**src/sv/assert_macros.svh**
```systemverilog
// Assertion helpers shared by the RTL.
`ifndef ASSERT_MACROS_SVH
`define ASSERT_MACROS_SVH

// Property checked at every rising clock edge outside reset.
`define CHK_ALWAYS(label, clk, rstn, prop, msg) \
    label: assert property (@(posedge clk) disable iff (!rstn) (prop)) else $error(msg);

// Consequent must hold in the cycle after the antecedent.
`define CHK_NEXT(label, clk, rstn, ante, cons, msg) \
    label: assert property (@(posedge clk) disable iff (!rstn) (ante) |=> (cons)) else $error(msg);

`endif

```
**src/sv/pse_pkg.sv**
```systemverilog
package pse_pkg;

    localparam int DATA_W     = 32;
    localparam int OPV_W      = 31;
    localparam int DEPTH_W    = 8;
    localparam int FUNC_W     = 3;
    localparam int STATUS_W   = 2;
    localparam int S_TDATA_W  = 32;
    localparam int M_TDATA_W  = 48;

    typedef enum logic [FUNC_W-1:0] {
        FN_PUSH   = 3'd0,
        FN_ADD    = 3'd1,
        FN_SUB    = 3'd2,
        FN_MUL    = 3'd3,
        FN_DIV    = 3'd4,
        FN_FINISH = 3'd5
    } func_t;

    typedef enum logic [STATUS_W-1:0] {
        ST_OK      = 2'd0,
        ST_UNDER   = 2'd1,
        ST_OVER    = 2'd2,
        ST_DIVZERO = 2'd3
    } status_t;

    typedef struct packed {
        logic  start;
        func_t op;
    } alu_req_t;

    typedef struct packed {
        logic              done;
        logic [DATA_W-1:0] result;
    } alu_rsp_t;

endpackage

```
**src/sv/pse_alu.sv**
```systemverilog
module pse_alu
    import pse_pkg::*;
(
    input  logic              aclk,
    input  logic              aresetn,
    input  alu_req_t          req,
    input  logic [DATA_W-1:0] opa,
    input  logic [DATA_W-1:0] opb,
    output alu_rsp_t          rsp
);

    localparam int IT_W = $clog2(DATA_W);

    typedef enum logic [1:0] {
        A_IDLE,
        A_DIV,
        A_FIX,
        A_DONE
    } alu_state_t;

    alu_state_t        state_reg;
    logic [DATA_W-1:0] res_reg;
    logic [DATA_W-1:0] rem_reg;
    logic [DATA_W-1:0] quo_reg;
    logic [DATA_W-1:0] dsr_reg;
    logic              neg_reg;
    logic [IT_W-1:0]   it_reg;

    logic [DATA_W:0]   trial;
    logic [DATA_W-1:0] mag_a;
    logic [DATA_W-1:0] mag_b;

    assign mag_a = opa[DATA_W-1] ? (~opa + 1'b1) : opa;
    assign mag_b = opb[DATA_W-1] ? (~opb + 1'b1) : opb;
    assign trial = {rem_reg, quo_reg[DATA_W-1]} - {1'b0, dsr_reg};

    always_ff @(posedge aclk) begin
        if (!aresetn) begin
            state_reg <= A_IDLE;
        end else begin
            unique case (state_reg)
                A_IDLE: begin
                    if (req.start) begin
                        unique case (req.op)
                            FN_ADD: begin
                                res_reg   <= opa + opb;
                                state_reg <= A_DONE;
                            end
                            FN_SUB: begin
                                res_reg   <= opa - opb;
                                state_reg <= A_DONE;
                            end
                            FN_MUL: begin
                                res_reg   <= opa * opb;
                                state_reg <= A_DONE;
                            end
                            FN_DIV: begin
                                quo_reg   <= mag_a;
                                dsr_reg   <= mag_b;
                                rem_reg   <= '0;
                                neg_reg   <= opa[DATA_W-1] ^ opb[DATA_W-1];
                                it_reg    <= '0;
                                state_reg <= A_DIV;
                            end
                            default: begin
                                res_reg   <= opb;
                                state_reg <= A_DONE;
                            end
                        endcase
                    end
                end
                A_DIV: begin
                    // restoring divide, one quotient bit per cycle
                    if (!trial[DATA_W]) begin
                        rem_reg <= trial[DATA_W-1:0];
                        quo_reg <= {quo_reg[DATA_W-2:0], 1'b1};
                    end else begin
                        rem_reg <= {rem_reg[DATA_W-2:0], quo_reg[DATA_W-1]};
                        quo_reg <= {quo_reg[DATA_W-2:0], 1'b0};
                    end
                    it_reg <= it_reg + 1'b1;
                    if (it_reg == IT_W'(DATA_W - 1)) begin
                        state_reg <= A_FIX;
                    end
                end
                A_FIX: begin
                    res_reg   <= neg_reg ? (~quo_reg + 1'b1) : quo_reg;
                    state_reg <= A_DONE;
                end
                A_DONE: begin
                    state_reg <= A_IDLE;
                end
                default: begin
                    state_reg <= A_IDLE;
                end
            endcase
        end
    end

    assign rsp.done   = (state_reg == A_DONE);
    assign rsp.result = res_reg;

endmodule

```
**config.mk**
```make
export PLATFORM = sky130hd
export DESIGN_NAME = pse_alu
export DESIGN_NICKNAME = d
export VERILOG_FILES = /design/src/sv/assert_macros.svh /design/src/sv/pse_pkg.sv /design/src/sv/pse_alu.sv
export SDC_FILE = /design/constraint.sdc
export NUM_CORES = 2
export LEC_CHECK = 0
export ABC_AREA = 1
export BUFFER_PORTS_ARGS = -buffer_cell sky130_fd_sc_hd__buf_4
export CORE_MARGIN = 3
export CORE_UTILIZATION = 40
export DETAILED_ROUTE_END_ITERATION = 8
export GPL_TIMING_DRIVEN = 0
export PLACE_DENSITY = 0.57
export SLEW_MARGIN = 20
export SYNTH_ARGS = -nofsm -noshare
export SYNTH_HDL_FRONTEND = slang
export SYNTH_SLANG_ARGS = --single-unit
export TNS_END_PERCENT = 1
```
**constraint.sdc**
```tcl
create_clock -name aclk -period 9 [get_ports aclk]
set_input_delay 1.8 -clock aclk [delete_from_list [all_inputs] [get_ports aclk]]
set_output_delay 1.8 -clock aclk [all_outputs]
set_load 0.01 [all_outputs]
```
After elaboration in Yosys (flattened, before gate mapping)
Index checks and enable logic that the tools add are counted.
{"block": "totals", "elab_cells": 60, "register_bits": 136, "out_inout_bits": 33, "in_bits": 70}
{"block": "classes", "multipliers": 1, "addsub": 7, "muxes": 21, "n_bitwise": 4, "n_reduce_logical": 7, "eq_ne": 12}
{"op": "2-to-1 mux 32 bit", "count": 8}
{"op": "one-hot mux 32 bit (2 select lines)", "count": 3}
{"op": "one-hot mux 32 bit (4 select lines)", "count": 1}
{"op": "adder 32 x 1 -> 32 bit, second input constant", "count": 3}
{"op": "NOT 32 bit", "count": 3}
{"op": "subtractor 33 x 32 -> 33 bit", "count": 1}
{"op": "adder 32 bit", "count": 1}
{"op": "multiplier 32 x 32 -> 32 bit", "count": 1}
{"op": "subtractor 32 bit", "count": 1}
{"op": "2-to-1 mux 31 bit", "count": 1}
{"op": "AND reduction 4 bit", "count": 3}
{"op": "2-to-1 mux 5 bit", "count": 2}
{"op": "one-hot mux 5 bit (2 select lines)", "count": 1}
{"op": "one-hot mux 2 bit (4 select lines)", "count": 1}
{"op": "== test 3 x 2 -> 1 bit, second input constant", "count": 2}
{"op": "2-to-1 mux 2 bit", "count": 3}
{"op": "inequality test 2 bit, second input constant", "count": 3}
{"op": "adder 5 x 1 -> 5 bit, second input constant", "count": 1}
{"op": "== test 5 bit, second input constant", "count": 1}
{"op": "== test 2 bit, second input constant", "count": 2}
{"op": "nonzero test 2 bit", "count": 2}
{"op": "== test 3 x 1 -> 1 bit, second input constant", "count": 1}
{"op": "== test 3 bit, second input constant", "count": 1}
{"op": "== test 2 x 1 -> 1 bit, second input constant", "count": 1}
{"op": "other kinds (5)", "count": 5}

Depth between registers and ports, before layout
{"block": "depth", "ltp_word": 6, "depth_mapped": 35}

Least setup slack after synthesis
OpenSTA, ideal clock, no wires.
{"block": "synth_path", "path_kind": "input to register", "from": "input port opb[6]", "to": "register res_reg[21], data pin", "slack_ns": 0.777, "path_buffers": 2, "cell_stages": 28, "setup_time_ns": 0.270, "t_required_ns": 8.730, "t_arrival_ns": 7.954, "path_cell_list": "buf_1 > clkbuf_1 > nand2_1 > inv_1 > fa_1 > fa_1 > fa_1 > inv_1 > fa_1 > inv_1 > fa_1 > inv_1 > fa_1 > inv_1 > fa_1 > fa_1 > ha_1 > a21oi_1 > o21ai_0 > inv_1 > o21ai_0 > a21oi_1 > o21ai_0 > or2_2 > nand3_1 > nand2_1 > a21oi_1 > o21ai_0"}
{"block": "synth_between", "elab_chain_cells": 4, "word_cells_on_any_way": 6, "classes_between": "add/sub: 2; mul: 1; mux: 3"}
{"element": "start: declaration", "line": "pse_alu.sv:8", "text": "input logic [DATA_W-1:0] opb,"}
{"element": "multiplier 32 x 32 -> 32 bit, or another cell as far along", "line": "pse_alu.sv:54", "text": "res_reg <= opa * opb;"}
{"element": "one-hot mux 32 bit (4 select lines) *", "line": "pse_alu.sv:44", "text": "unique case (req.op)"}
{"element": "2-to-1 mux 32 bit *", "line": "pse_alu.sv:43", "text": "if (req.start) begin"}
{"element": "one-hot mux 32 bit (2 select lines) *", "line": "pse_alu.sv:41", "text": "unique case (state_reg)"}
{"element": "end signal: assignment", "line": "pse_alu.sv:46", "text": "res_reg <= opa + opb;"}
{"element": "end signal: assignment", "line": "pse_alu.sv:50", "text": "res_reg <= opa - opb;"}
{"element": "end signal: assignment", "line": "pse_alu.sv:54"}
{"element": "end: declaration", "line": "pse_alu.sv:22", "text": "logic [DATA_W-1:0] res_reg;"}
Mark *: on every way between the ends. The rest lies on a longest branch, timed or not. The select of a mux whose other input is x is not followed.
A chain may end at the register's enable or synchronous reset.

Worst setup path in the final report
{"block": "layout_path", "from": "input port opb[11]", "to": "register res_reg[25], data pin"}
The elaborated chain is that of the path after synthesis.

==> flow_summary_export.csv <==
group,metric,value,unit
placed_design,hpwl,100,mm
timing,finalSetupViolCount,0,
logic_synthesis,syn-cell-area,29600,um2
worst_setup_path,crit_buf_inv,5,
route,wl_per_cell,23.0,um
logic_synthesis,synth_cells,4137,
worst_setup_path,startpoint_type,"primary input",
cts,ctsLongestPathBuffers,2,
logic_synthesis,ys_async_sr_fraction,0,%
global_routing,overflow,0,
logic_synthesis,yosysMostFrequentCell,"nand2_1",
global_routing,grt_pass1_wl,176,mm
final_layout,drive_gt1_share,6.98,%
worst_setup_path,end_kind,"register",
cts,cts_made_buffers,17,
floorplan,ioPinCount,103,
min_path,hold_path.class,"reg -> reg",
global_routing,grt_max_degree,27,
route,post_drt_via_cell_ratio,5.28,
floorplan,row_count,99,
worst_setup_path,cp_max_fo,10,
worst_setup_path,critical-path-top-delay-family,"adder cells",
logic_synthesis,synth_nets,4814,
placed_design,port_buffers,89,
route,drt-initial-drc-count,2415,
route,post-route-drc-count,0,
final_layout,final_core_util,44.1,%
cts,clock_sinks,136,
logic_synthesis,netlist.area_leader.share,27.8,%
logic_synthesis,synth_cell_type_count,59,
global_routing,grt_pass1_vias,27000,
logic_synthesis,synth_warnings,0,
cts,cts_tree,"done",
worst_setup_path,worstSetupPathType,"in -> reg",
logic_synthesis,synth-main-ff-cell,"edfxtp_1",
final_layout,area_growth,8.88,%
route,vias,27500,
logic_synthesis,synthTopCellsByCount,"1,064 x nand2_1, 989 x inv_1, 410 x fa_1",
route,first_pass_iters,8,
cts,ctsHtreeMaxLevel,4,
floorplan,core,73100,um2
route,wl,120,mm
logic_synthesis,yosys.area.top_type,"fa_1",
logic_synthesis,seq_area_frac_synth,13.7,%
global_routing,grt_use_total,31.2,%
floorplan,die_area,77200,um2
flow_run,maxCapViolCount,0,
final_layout,nNetsFinal,4904,
timing,hold_viol_final,0,
cts,clk_latency,470,ps
worst_setup_path,crit_top_cell,"fa_1",
worst_setup_path,rrSetupSlack,5550,ps
route,antenna_left,0,
timing,max_slew_margin,18.4,%
placed_design,gp_congestion,1.02,
timing,max_clock_freq,0.112,GHz
worst_setup_path,max_stage_delay,670,ps
timing,fin_worst_skew,12.1,ps
outcome,status,"finished, final reports clean",
floorplan,die_w,278,um
worst_setup_path,cp_slowest_cell,"o21ai_0",
logic_synthesis,syn_area_per_cell,7.15,um2
logic_synthesis,synth_area_leaders,"fa_1 28%, edfxtp_1 14%, nand2_1 14%, inv_1 13%, ha_1 8.3%",
worst_setup_path,crit_arrival,9190,ps
cts,clockRootBuffer,"clkbuf_16",
timing,rsz0062_at_grt,"true",
worst_setup_path,cp_cell_sequence,"clkbuf_2 > clkdlybuf4s15_2 > nand2_1 > inv_1 > fa_1 > inv_1 > fa_1 > fa_1 > fa_1 > fa_1 > inv_1 > fa_1 > fa_1 > fa_1 > ha_1 > a21oi_1 > o21ai_0 > a21oi_1 > nand3_1 > o21ai_0 > o211ai_1 > nor2_1 > nor2_1",
cts,path_clk_slew,60,ps
timing,slew_violations,0,
global_routing,antenna_found_initial,5,
timing,period_share,99.6,%
logic_synthesis,ys_seq_elements,136,
timing,worstMarginPinSlew,1220,ps
floorplan,die_h,278,um
logic_synthesis,synth-edff-count,134,
worst_setup_path,required,9220,ps
floorplan,initial_core_util,40.5,%
timing,finalCriticalPeriod,8970,ps
## worst reg2reg max path, cell delays in order, from the launching register on
cell	delay [ps]
edfxtp_1	390
inv_1	180
ha_1	300
fa_1	440
inv_1	80
a21oi_1	70
o21ai_2	170
nand3_1	90
nand2_1	180
a21boi_2	120
o21ai_4	200
nand3_1	130
nand2_1	90
nand2_1	60
nand2_2	220
inv_2	70
buf_4	190
nor2_1	150
nor2_1	60
## per-layer routing
| layer | global-route usage (%) | routed length, um | part of all wire, % | vias to the layer above |
|---|---|---|---|---|
| met2 | 48.5 | 52000 | 43 | 1246 |
| met3 | 6.25 | 11200 | 9.3 | 240 |
| li1 | - | - | - | 12700 |
| met4 | 14.5 | 6640 | 5.5 | 2 |
| met5 | 0 | 16 | 0.013 | - |
| met1 | 41.9 | 49900 | 42 | 13300 |
## timing repair
| item | in CTS | in global routing |
|---|---|---|
| hold buffers | 0 | 0 |
| resized for setup | 69 | 62 |
| buffers inserted | 0 | 0 |
| setup endpoints to repair | 17 | 13 |
## placed cells by master (no fill, tap or decap), drive strengths merged, types with 7 or more instances in the layout
| master | n |
|---|---|
| buf | 149 |
| a211oi | 7 |
| ha | 197 |
| nor4 | 14 |
| o21bai | 22 |
| inv | 998 |
| clkinv | 13 |
| fa | 410 |
| xor2 | 58 |
| a31oi | 13 |
| o211ai | 7 |
| nand4 | 19 |
| nand2 | 1071 |
| clkbuf | 123 |
| edfxtp | 134 |
| o21ai | 245 |
| o221ai | 7 |
| nand3 | 161 |
| nand3b | 10 |
| a21o | 15 |
| nor3 | 41 |
| a21oi | 196 |
| or2 | 13 |
| nor2 | 257 |
| xnor2 | 19 |
## layout make-up
cell class | instances | area [um2]
sequential | 136 | 4060
antenna | 3 | 7.51
clock buffer | 20 | 437
buffer | 158 | 825
multi-input combinational | 2815 | 21000
fill | 7698 | 40900
clock inverter | 12 | 103
inverter | 1001 | 3760
timing repair buffer | 98 | 798
tap | 959 | 1200
## logic make-up (layout without fill, tap and decap cells)
family	Yosys count	after routing	synth area share, %
AO/OA/AOI/OAI	540	540	10.2
XOR/XNOR	77	77	2.28
adder cells (fa/ha/maj)	607	607	36.1
buffers and inverters	1186	1289	15.3
flip-flops	136	136	13.7
AND/OR/NAND/NOR	1591	1591	22.3
other	0	3	0
## through the flow
step / std cells / hold slack [ps] / worst slack (ps) / cell area (um2) / TNS (ps)
3_5_place_dp: 5194 / 577 / -1440 / 31600 / -19720
2_1_floorplan: 4137 / 530 / 777 / 29600 / 0
5_1_grt: 5200 / 626 / -78.8 / 32200 / -136
6_report: 5202 / 587 / 32.0 / 32200 / 0
4_1_cts: 5203 / 589 / 4.02 / 32200 / 0
3_3_place_gp: 5185 / 577 / -1430 / 31400 / -19860
## final timing paths
| check | from | end | cells after the start |
|---|---|---|---|
| min reg2reg | state_reg[0] | state_reg[0] | 2 |
| min | state_reg[0] | state_reg[0] | 2 |
| max | opb[11] | res_reg[25] | 23 |
| max reg2reg | quo_reg[31] | rem_reg[27] | 18 |
Power is left out: the tool's default activity adds up to more than one toggle a clock period on the data nets, which glitch-free logic cannot reach.
